<file path="src/hw/rtl/rfcs_pkg.sv">
// Shared constants, widths and types for the ring chi-square block.
// Depends on nothing; every rfcs_* module and the top level import it.
`timescale 1ns / 1ps

package rfcs_pkg;

   localparam int COORD_BITS     = 18;
   localparam int MAX_HITS       = 64;
   localparam int COUNT_BITS     = 7;
   localparam int RADIUS_BITS    = 16;
   localparam int SUM_BITS       = 44;
   localparam int MIN_HITS       = 4;
   localparam int DOF_LOSS       = 3;

   localparam int QUEUE_DEPTH    = 4;
   localparam int QUEUE_PTR_BITS = $clog2(QUEUE_DEPTH);

   localparam int ABS_BITS       = COORD_BITS;
   localparam int SQ_BITS        = 2 * ABS_BITS;
   localparam int ROOT_BITS      = ABS_BITS + 1;
   localparam int RADICAND_BITS  = 2 * ROOT_BITS;
   localparam int REM_BITS       = ROOT_BITS + 2;
   localparam int RESID_BITS     = (ROOT_BITS > RADIUS_BITS) ? ROOT_BITS : RADIUS_BITS;
   localparam int SQR_BITS       = 2 * RESID_BITS;
   localparam int ACC_BITS       = ((SQR_BITS > SUM_BITS) ? SQR_BITS : SUM_BITS) + 1;
   localparam int STEP_MAX       = (ROOT_BITS > SUM_BITS) ? ROOT_BITS : SUM_BITS;
   localparam int STEP_BITS      = $clog2(STEP_MAX);

   typedef struct packed {
      logic                   accum;
      logic                   last;
      logic                   too_few;
      logic                   overflow;
      logic [COUNT_BITS-1:0]  divisor;
      logic [ABS_BITS-1:0]    abs_x;
      logic [ABS_BITS-1:0]    abs_y;
      logic [RADIUS_BITS-1:0] radius;
   } hit_entry_type;

   typedef struct packed {
      logic empty;
      logic full;
   } queue_status_type;

   typedef struct packed {
      logic [SUM_BITS-1:0] chi_square;
      logic                too_few_hits;
      logic                hit_overflow;
   } result_type;

   typedef enum logic [3:0] {
      ST_IDLE,
      ST_SQUARE,
      ST_SUMSQ,
      ST_ROOT,
      ST_RESID,
      ST_SQRES,
      ST_ACCUM,
      ST_DIVIDE,
      ST_EMIT
   } back_state_type;

endpackage

</file>
<file path="src/hw/rtl/rfcs_front.sv">
// Front end: takes hit beats, counts hits per ring and classifies each beat.
// Depends on rfcs_pkg; feeds rfcs_queue.
`timescale 1ns / 1ps

module rfcs_front import rfcs_pkg::*; (
   input  logic                         clock,
   input  logic                         reset,
   input  logic                         req_push,
   input  logic signed [COORD_BITS-1:0] req_hit_x,
   input  logic signed [COORD_BITS-1:0] req_hit_y,
   input  logic signed [COORD_BITS-1:0] req_center_x,
   input  logic signed [COORD_BITS-1:0] req_center_y,
   input  logic        [RADIUS_BITS-1:0] req_ring_radius,
   input  logic                         req_last_hit,
   input  queue_status_type             queue_status,
   output logic                         req_full,
   output logic                         entry_push,
   output hit_entry_type                entry
);

   logic [COUNT_BITS-1:0] count_ff, count_in, count_after;
   logic                  ovf_ff, ovf_in;
   logic                  accept, over;
   logic signed [COORD_BITS:0] dx, dy;

   assign req_full = queue_status.full;
   assign accept   = req_push && !queue_status.full;
   assign over     = count_ff >= COUNT_BITS'(MAX_HITS);
   assign count_after = over ? count_ff : count_ff + COUNT_BITS'(1);

   assign dx = {req_center_x[COORD_BITS-1], req_center_x}
             - {req_hit_x[COORD_BITS-1], req_hit_x};
   assign dy = {req_center_y[COORD_BITS-1], req_center_y}
             - {req_hit_y[COORD_BITS-1], req_hit_y};

   always_comb begin
      entry.accum    = !over;
      entry.last     = req_last_hit;
      entry.too_few  = count_after < COUNT_BITS'(MIN_HITS);
      entry.overflow = ovf_ff || over;
      entry.divisor  = count_after - COUNT_BITS'(DOF_LOSS);
      entry.abs_x    = dx[COORD_BITS] ? ABS_BITS'(-dx) : ABS_BITS'(dx);
      entry.abs_y    = dy[COORD_BITS] ? ABS_BITS'(-dy) : ABS_BITS'(dy);
      entry.radius   = req_ring_radius;
   end

   // drop overflow beats unless they close the ring
   assign entry_push = accept && (!over || req_last_hit);

   always_comb begin
      count_in = count_ff;
      ovf_in   = ovf_ff;
      if (accept) begin
         if (req_last_hit) begin
            count_in = '0;
            ovf_in   = 1'b0;
         end else begin
            count_in = count_after;
            ovf_in   = ovf_ff || over;
         end
      end
   end

   always_ff @(posedge clock) begin
      if (reset) begin
         count_ff <= '0;
         ovf_ff   <= 1'b0;
      end else begin
         count_ff <= count_in;
         ovf_ff   <= ovf_in;
      end
   end

endmodule

</file>
<file path="src/hw/rtl/rfcs_queue.sv">
// Short queue of classified hits between front and back end.
// Depends on rfcs_pkg for the entry type and depth.
`timescale 1ns / 1ps

module rfcs_queue import rfcs_pkg::*; (
   input  logic             clock,
   input  logic             reset,
   input  logic             wr,
   input  hit_entry_type    wr_data,
   input  logic             rd,
   output hit_entry_type    rd_data,
   output queue_status_type status
);

   hit_entry_type               slot_ff [QUEUE_DEPTH];
   logic [QUEUE_PTR_BITS-1:0]   wr_ptr_ff, rd_ptr_ff;
   logic [QUEUE_PTR_BITS:0]     count_ff;
   logic                        do_wr, do_rd;

   assign status.empty = count_ff == '0;
   assign status.full  = count_ff == (QUEUE_PTR_BITS+1)'(QUEUE_DEPTH);
   assign do_wr   = wr && !status.full;
   assign do_rd   = rd && !status.empty;
   assign rd_data = slot_ff[rd_ptr_ff];

   always_ff @(posedge clock) begin
      if (do_wr) begin
         slot_ff[wr_ptr_ff] <= wr_data;
      end
   end

   always_ff @(posedge clock) begin
      if (reset) begin
         wr_ptr_ff <= '0;
         rd_ptr_ff <= '0;
         count_ff  <= '0;
      end else begin
         if (do_wr) begin
            wr_ptr_ff <= (wr_ptr_ff == QUEUE_PTR_BITS'(QUEUE_DEPTH - 1))
                       ? '0 : wr_ptr_ff + QUEUE_PTR_BITS'(1);
         end
         if (do_rd) begin
            rd_ptr_ff <= (rd_ptr_ff == QUEUE_PTR_BITS'(QUEUE_DEPTH - 1))
                       ? '0 : rd_ptr_ff + QUEUE_PTR_BITS'(1);
         end
         if (do_wr && !do_rd) begin
            count_ff <= count_ff + (QUEUE_PTR_BITS+1)'(1);
         end else if (do_rd && !do_wr) begin
            count_ff <= count_ff - (QUEUE_PTR_BITS+1)'(1);
         end
      end
   end

   a_count_bound: assert property (@(posedge clock) disable iff (reset)
      count_ff <= (QUEUE_PTR_BITS+1)'(QUEUE_DEPTH))
      else $error("queue count beyond depth");

endmodule

</file>
<file path="src/hw/rtl/rfcs_back.sv">
// Back end: squares, bit-serial square root, residual, saturating sum,
// bit-serial division per ring and the result register. Depends on rfcs_pkg.
`timescale 1ns / 1ps

module rfcs_back import rfcs_pkg::*; (
   input  logic             clock,
   input  logic             reset,
   input  queue_status_type queue_status,
   input  hit_entry_type    entry,
   output logic             queue_pop,
   input  logic             rsp_pop,
   output logic             rsp_valid,
   output result_type       result
);

   back_state_type state_ff, state_in;

   hit_entry_type             ent_ff;
   logic [SQ_BITS-1:0]        sqx_ff, sqy_ff;
   logic [RADICAND_BITS-1:0]  radicand_ff;
   logic [REM_BITS-1:0]       rem_ff, rem_shift, trial, rem_in;
   logic [ROOT_BITS-1:0]      root_ff, root_in;
   logic                      root_ge;
   logic [RESID_BITS-1:0]     resid_ff, root_ext, rad_ext;
   logic [SQR_BITS-1:0]       sqr_ff;
   logic [SUM_BITS-1:0]       sum_ff, sum_next, quot_ff;
   logic [ACC_BITS-1:0]       acc;
   logic [COUNT_BITS-1:0]     drem_ff;
   logic [COUNT_BITS:0]       drem_shift, drem_in;
   logic                      div_ge;
   logic [STEP_BITS-1:0]      step_ff;
   logic                      rsp_valid_ff;
   result_type                result_ff;
   logic                      slot_free, load_result, root_done, div_done;

   assign slot_free = !rsp_valid_ff || rsp_pop;
   assign root_done = step_ff == STEP_BITS'(ROOT_BITS - 1);
   assign div_done  = step_ff == STEP_BITS'(SUM_BITS - 1);

   // next state
   always_comb begin
      state_in = state_ff;
      case (state_ff)
         ST_IDLE: begin
            if (!queue_status.empty) begin
               if (entry.accum)        state_in = ST_SQUARE;
               else if (entry.too_few) state_in = ST_EMIT;
               else                    state_in = ST_DIVIDE;
            end
         end
         ST_SQUARE: state_in = ST_SUMSQ;
         ST_SUMSQ:  state_in = ST_ROOT;
         ST_ROOT: begin
            if (root_done) state_in = ST_RESID;
         end
         ST_RESID:  state_in = ST_SQRES;
         ST_SQRES:  state_in = ST_ACCUM;
         ST_ACCUM: begin
            if (!ent_ff.last)       state_in = ST_IDLE;
            else if (ent_ff.too_few) state_in = ST_EMIT;
            else                    state_in = ST_DIVIDE;
         end
         ST_DIVIDE: begin
            if (div_done) state_in = ST_EMIT;
         end
         ST_EMIT: begin
            if (slot_free) state_in = ST_IDLE;
         end
         default: state_in = ST_IDLE;
      endcase
   end

   // state outputs
   always_comb begin
      queue_pop   = 1'b0;
      load_result = 1'b0;
      case (state_ff)
         ST_IDLE: queue_pop   = !queue_status.empty;
         ST_EMIT: load_result = slot_free;
         default: begin
            queue_pop   = 1'b0;
            load_result = 1'b0;
         end
      endcase
   end

   assign rem_shift = {rem_ff[REM_BITS-3:0], radicand_ff[RADICAND_BITS-1 -: 2]};
   assign trial     = {root_ff, 2'b01};
   assign root_ge   = rem_shift >= trial;
   assign rem_in    = root_ge ? rem_shift - trial : rem_shift;
   assign root_in   = {root_ff[ROOT_BITS-2:0], root_ge};

   assign root_ext  = RESID_BITS'(root_ff);
   assign rad_ext   = RESID_BITS'(ent_ff.radius);

   assign acc      = ACC_BITS'(sum_ff) + ACC_BITS'(sqr_ff);
   assign sum_next = (acc[ACC_BITS-1:SUM_BITS] != '0) ? '1 : acc[SUM_BITS-1:0];

   assign drem_shift = {drem_ff, quot_ff[SUM_BITS-1]};
   assign div_ge     = drem_shift >= {1'b0, ent_ff.divisor};
   assign drem_in    = div_ge ? drem_shift - {1'b0, ent_ff.divisor} : drem_shift;

   always_ff @(posedge clock) begin
      case (state_ff)
         ST_IDLE: begin
            if (queue_pop) begin
               ent_ff  <= entry;
               quot_ff <= sum_ff;
               drem_ff <= '0;
               step_ff <= '0;
            end
         end
         ST_SQUARE: begin
            sqx_ff <= SQ_BITS'(ent_ff.abs_x) * SQ_BITS'(ent_ff.abs_x);
            sqy_ff <= SQ_BITS'(ent_ff.abs_y) * SQ_BITS'(ent_ff.abs_y);
         end
         ST_SUMSQ: begin
            radicand_ff <= RADICAND_BITS'(sqx_ff) + RADICAND_BITS'(sqy_ff);
            rem_ff      <= '0;
            root_ff     <= '0;
            step_ff     <= '0;
         end
         ST_ROOT: begin
            radicand_ff <= {radicand_ff[RADICAND_BITS-3:0], 2'b00};
            rem_ff      <= rem_in;
            root_ff     <= root_in;
            step_ff     <= step_ff + STEP_BITS'(1);
         end
         ST_RESID: begin
            resid_ff <= (root_ext >= rad_ext) ? root_ext - rad_ext : rad_ext - root_ext;
         end
         ST_SQRES: begin
            sqr_ff <= SQR_BITS'(resid_ff) * SQR_BITS'(resid_ff);
         end
         ST_ACCUM: begin
            quot_ff <= sum_next;
            drem_ff <= '0;
            step_ff <= '0;
         end
         ST_DIVIDE: begin
            quot_ff <= {quot_ff[SUM_BITS-2:0], div_ge};
            drem_ff <= drem_in[COUNT_BITS-1:0];
            step_ff <= step_ff + STEP_BITS'(1);
         end
         default: begin
         end
      endcase
   end

   always_ff @(posedge clock) begin
      if (load_result) begin
         result_ff.chi_square   <= ent_ff.too_few ? '0 : quot_ff;
         result_ff.too_few_hits <= ent_ff.too_few;
         result_ff.hit_overflow <= ent_ff.overflow;
      end
   end

   always_ff @(posedge clock) begin
      if (reset) begin
         state_ff     <= ST_IDLE;
         sum_ff       <= '0;
         rsp_valid_ff <= 1'b0;
      end else begin
         state_ff <= state_in;
         if (state_ff == ST_ACCUM) begin
            sum_ff <= sum_next;
         end else if (load_result) begin
            sum_ff <= '0;
         end
         if (load_result) begin
            rsp_valid_ff <= 1'b1;
         end else if (rsp_pop) begin
            rsp_valid_ff <= 1'b0;
         end
      end
   end

   assign rsp_valid = rsp_valid_ff;
   assign result    = result_ff;

   a_divisor_nonzero: assert property (@(posedge clock) disable iff (reset)
      state_ff == ST_DIVIDE |-> ent_ff.divisor != '0)
      else $error("division entered with zero divisor");

   a_emit_shows: assert property (@(posedge clock) disable iff (reset)
      load_result |=> rsp_valid_ff && sum_ff == '0)
      else $error("result load did not show a beat or clear the sum");

   a_pop_only_idle: assert property (@(posedge clock) disable iff (reset)
      queue_pop |=> state_ff != ST_IDLE)
      else $error("entry popped without leaving idle");

endmodule

</file>
<file path="src/hw/rtl/ring_fit_chi_square.sv">
// Top level of the ring chi-square block: front end, hit queue, back end.
// Depends on rfcs_pkg, rfcs_front, rfcs_queue and rfcs_back.
//
//   channel   handshake          payload
//   req_      push / full        hit_x hit_y center_x center_y ring_radius last_hit
//   rsp_      empty / pop        chi_square too_few_hits hit_overflow
//
// A hit that is summed goes through squaring, the one-bit-per-cycle square root,
// the residual, its square and the saturating sum in the back end.
// The last hit of a ring also goes through the serial divider unless the ring has too few hits.
// Hits beyond MAX_HITS that do not close a ring are dropped in the front end.
// A four-entry queue decouples the two ends; full rises when it fills.
// Reset is synchronous and clears counters, sum, queue and result valid.
`timescale 1ns / 1ps

module ring_fit_chi_square import rfcs_pkg::*; (
   input  logic                          clock,
   input  logic                          reset,
   input  logic                          req_push,
   output logic                          req_full,
   input  logic signed [COORD_BITS-1:0]  req_hit_x,
   input  logic signed [COORD_BITS-1:0]  req_hit_y,
   input  logic signed [COORD_BITS-1:0]  req_center_x,
   input  logic signed [COORD_BITS-1:0]  req_center_y,
   input  logic        [RADIUS_BITS-1:0] req_ring_radius,
   input  logic                          req_last_hit,
   output logic                          rsp_empty,
   input  logic                          rsp_pop,
   output logic        [SUM_BITS-1:0]    rsp_chi_square,
   output logic                          rsp_too_few_hits,
   output logic                          rsp_hit_overflow
);

   queue_status_type q_status;
   hit_entry_type    push_entry, pop_entry;
   logic             entry_push, queue_pop, rsp_valid;
   result_type       result;

   rfcs_front u_front (
      .clock           (clock),
      .reset           (reset),
      .req_push        (req_push),
      .req_hit_x       (req_hit_x),
      .req_hit_y       (req_hit_y),
      .req_center_x    (req_center_x),
      .req_center_y    (req_center_y),
      .req_ring_radius (req_ring_radius),
      .req_last_hit    (req_last_hit),
      .queue_status    (q_status),
      .req_full        (req_full),
      .entry_push      (entry_push),
      .entry           (push_entry)
   );

   rfcs_queue u_queue (
      .clock   (clock),
      .reset   (reset),
      .wr      (entry_push),
      .wr_data (push_entry),
      .rd      (queue_pop),
      .rd_data (pop_entry),
      .status  (q_status)
   );

   rfcs_back u_back (
      .clock        (clock),
      .reset        (reset),
      .queue_status (q_status),
      .entry        (pop_entry),
      .queue_pop    (queue_pop),
      .rsp_pop      (rsp_pop),
      .rsp_valid    (rsp_valid),
      .result       (result)
   );

   assign rsp_empty        = !rsp_valid;
   assign rsp_chi_square   = result.chi_square;
   assign rsp_too_few_hits = result.too_few_hits;
   assign rsp_hit_overflow = result.hit_overflow;

endmodule
</file>
<file path="config.mk">
export PLATFORM = sky130hd
export DESIGN_NAME = ring_fit_chi_square
export DESIGN_NICKNAME = d
export VERILOG_FILES = /design/src/hw/rtl/rfcs_pkg.sv /design/src/hw/rtl/rfcs_front.sv /design/src/hw/rtl/rfcs_queue.sv /design/src/hw/rtl/rfcs_back.sv /design/src/hw/rtl/ring_fit_chi_square.sv
export SDC_FILE = /design/constraint.sdc
export NUM_CORES = 2
export LEC_CHECK = 0
export BUFFER_PORTS_ARGS = -buffer_cell sky130_fd_sc_hd__buf_4
export CORE_ASPECT_RATIO = 2
export CORE_UTILIZATION = 28
export CTS_CLUSTER_SIZE = 20
export DETAILED_ROUTE_END_ITERATION = 16
export PLACE_DENSITY = 0.45
export SLEW_MARGIN = 20
export SYNTH_ARGS = -nofsm -noshare
export SYNTH_HDL_FRONTEND = slang
export SYNTH_HIERARCHICAL = 1
export SYNTH_SLANG_ARGS = --single-unit
</file>
<file path="constraint.sdc">
create_clock -name clock -period 9.06 [get_ports clock]
set_input_delay 1.812 -clock clock [delete_from_list [all_inputs] [get_ports clock]]
set_output_delay 1.812 -clock clock [all_outputs]
set_load 0.05 [all_outputs]
</file>
==> flow_summary.yaml <==
run_status:
  status: "completed"
clocking:
  clock_latency_ns: 0.70
  htreeDepth: 3
  clkSinkCount: 685
  cts_hold_buffers: 0
  cts_resized: 0
  clk_pin_slew_ns: 0.07
  cts_tree: "yes"
  cts_made_buffers: 75
  cts_root_buf: "clkbuf_16"
  cts_setup_buffers: 0
  cts_max_path_buffers: 3
routing:
  vias: 41800
  viasPerCell: 4.63
  totalWireLength_mm: 169
  wire_per_inst_um: 18.7
  antenna_left: 0
  route.detailed.drc: 0
  first_pass_iters: 5
  drtIter0Drc: 1509
yosys:
  synth_seq_cells: 685
  avgSynthCellArea_um2: 10.5
  synth_ff_type: "edfxtp_1"
  seq_area_frac_synth: 0.318
  synthesis.area_um2: 62600
  yosysWarningCount: 6
  synthArstFlopShare: 0
  synth-edff-count: 619
  synth_fp_nets: 7273
  synth_cell_types: 103
  syn_inst: 5958
worst_setup_path:
  critPathMaxStageDelay_ns: 1.03
  critical_path.most_common_cell: "fa_1"
  cp.required_ns: 9.48
  crit_fanout: 20
  r2r_setup_slack_ns: 1.41
  crit_type: "reg -> reg"
  worst_setup_path_start_kind: "flop"
  crit_family: "adder cells"
  cp_slowest_cell: "edfxtp_1"
  path_cells: "nand2_1, fa_1, fa_1, fa_1, fa_1, inv_1, fa_1, inv_1, fa_1, inv_1, ha_1, and4_1, and2_1, o311a_1, o21ai_0, a21boi_1, a41oi_1, nor2_1, o2bb2ai_1, nor4b_1, or3b_1"
  critical_path_buf_inv_count: 3
  crit_path_end_kind: "flop"
  arrival_ns: 8.07
layout:
  syn2layout_area_growth_pct: 11.0
  nets: 7321
  drive_gt1_frac: 0.0728
sta:
  worstMarginPinSlew_ns: 1.18
  drv_slew: 0
  max_freq_mhz: 131
  period_minus_slack_ns: 7.65
  hold_viol: 0
  grt_setup_unrepaired: "no"
  clock_skew_ns: 0.0345
  slew_headroom: 0.194
  finalSetupTns_ns: 0
  setup_viol: 0
  period_share: 0.844
grt:
  gr-total-overflow: 0
  grt_pass1_wl_mm: 260
  grt_pass1_vias: 46200
  grt_usage: 0.152
  grt_max_degree: 71
  antenna_found_initial: 10
floorplan:
  num_rows: 245
  die_w_um: 336
  io_pins: 141
  start_util: 0.281
  core_area_um2: 222000
  die_height_um: 670
  die-area_um2: 225000
placement:
  portBuffers: 140
  place.gp.congestion: 0.867
  dpl.hpwl_mm: 136
worst_hold_path:
  hold_path.class: "reg -> reg"
run:
  maxCapViolCount: 0
## cells by family (layout without fill, tap and decap cells)
kind of cell / count (synthesis) / count (layout) / share of synthesized area
multiplexers: 80 / 80 / 0.0255
AND/OR/NAND/NOR: 1399 / 1399 / 0.110
XOR/XNOR: 267 / 267 / 0.0374
buffers and inverters: 1355 / 1465 / 0.0837
adder cells (fa/ha/maj): 1222 / 1222 / 0.328
AO/OA/AOI/OAI: 950 / 950 / 0.0980
other: 0 / 2 / 0
flip-flops: 685 / 685 / 0.318
## routing by layer
layer  GRT usage  share of wire  up-vias
met1       0.131           0.32    21000
met2       0.325           0.60      678
met4      0.0817          0.057        4
met5           0        0.00017        -
met3      0.0155          0.024      344
li1            -              -    19800
## layout by cell type (no fill, tap or decap), types with 38 or more instances in the layout
master	netlist	layout
inv_1	1149	1149
fa_1	693	693
edfxtp_1	619	619
ha_1	529	529
nand2_1	470	469
nor2_1	304	299
a21oi_1	261	260
o21ai_0	224	223
and2_1	212	212
xnor2_1	182	182
buf_4	29	176
a21o_1	115	115
nor2b_1	90	89
xor2_1	85	85
clkbuf_16	0	78
dfxtp_1	66	64
mux4_2	63	63
nand3_1	58	58
nor3_1	50	49
a22oi_1	45	45
nand2b_1	38	38
## cells in the mapped netlist, types with 10 or more instances
| library cell | number | area share |
|---|---|---|
| nand4_1 | 26 | 0.0026 |
| o21bai_1 | 33 | 0.0040 |
| nand3_1 | 58 | 0.0046 |
| fa_1 | 693 | 0.22 |
| buf_4 | 29 | 0.0035 |
| a21oi_1 | 261 | 0.021 |
| o21ai_0 | 224 | 0.018 |
| xnor2_1 | 182 | 0.025 |
| a41oi_1 | 10 | 0.0014 |
| nand2_1 | 470 | 0.028 |
| and4_1 | 11 | 0.0015 |
| and3_1 | 28 | 0.0028 |
| xor2_1 | 85 | 0.012 |
| inv_1 | 1149 | 0.069 |
| nand2b_1 | 38 | 0.0038 |
| ha_1 | 529 | 0.11 |
| mux2i_1 | 12 | 0.0019 |
| dfxtp_1 | 66 | 0.021 |
| a21o_1 | 115 | 0.014 |
| mux4_2 | 63 | 0.023 |
| a211oi_1 | 22 | 0.0026 |
| or3_1 | 20 | 0.0020 |
| nor2b_1 | 90 | 0.0090 |
| or2_2 | 22 | 0.0022 |
| a22oi_1 | 45 | 0.0054 |
| o21a_1 | 31 | 0.0037 |
| and2_1 | 212 | 0.021 |
| edfxtp_1 | 619 | 0.30 |
| nor2_1 | 304 | 0.018 |
| o31ai_1 | 25 | 0.0030 |
| nor3_1 | 50 | 0.0040 |
| a31oi_1 | 35 | 0.0035 |
| nor4_1 | 12 | 0.0012 |
| clkbuf_1 | 157 | 0.0094 |
| o211ai_1 | 21 | 0.0025 |
| buf_2 | 12 | 0.00096 |
## worst paths after layout
check,startpoint,endpoint,cells after the start
worst max-delay path,u_back/resid_ff[9],u_back/sqr_ff[37],21
worst min register to register,u_back/ent_ff[59],u_back/result[0],0
worst min-delay path,u_back/ent_ff[59],u_back/result[0],0
worst max register to register,u_back/resid_ff[9],u_back/sqr_ff[37],21
## layout make-up
cell class                      instances  area (um2)
Antenna cell                            2        5.00
Clock buffer                           96        2060
Clock inverter                         43         627
Fill cell                           22900      153000
Inverter                             1150        4320
Multi-Input combinational cell       3918       37500
Sequential cell                       685       19900
Tap cell                             2964        3710
Timing Repair Buffer                  176        1320
## registers in the layout, summed over array words and instances (netlist names), 6 cells and up, named ones only
signal              cells
u_back/sqx_ff          35
u_back/root_ext        19
u_back/sqy_ff          35
u_back/result          46
u_queue/slot_ff       252
u_back/resid_ff        19
u_back/sum_ff          44
u_back/quot_ff         44
u_back/step_ff          6
u_back/ent_ff          62
u_front/count_ff        7
u_back/drem_ff          7
u_back/rem_ff          19
u_back/sqr_ff          37
u_back/radicand_ff     38
## per-stage QoR
step | hold slack (ns) | cells | utilization | instance area, um2 | setup slack [ns]
floorplan | 0.400 | 5958 | - | 62600 | 1.20
global placement | 0.413 | 8893 | 0.300 | 66800 | 1.44
detailed placement | 0.415 | 8893 | 0.300 | 66800 | 1.43
CTS | 0.423 | 9032 | 0.313 | 69500 | 1.41
global route | 0.426 | 9033 | 0.313 | 69500 | 1.15
finish | 0.418 | 9034 | 0.313 | 69500 | 1.41
Power is not shown: default switching activity piles up to over one toggle a cycle in this logic, so the estimate is an artifact.
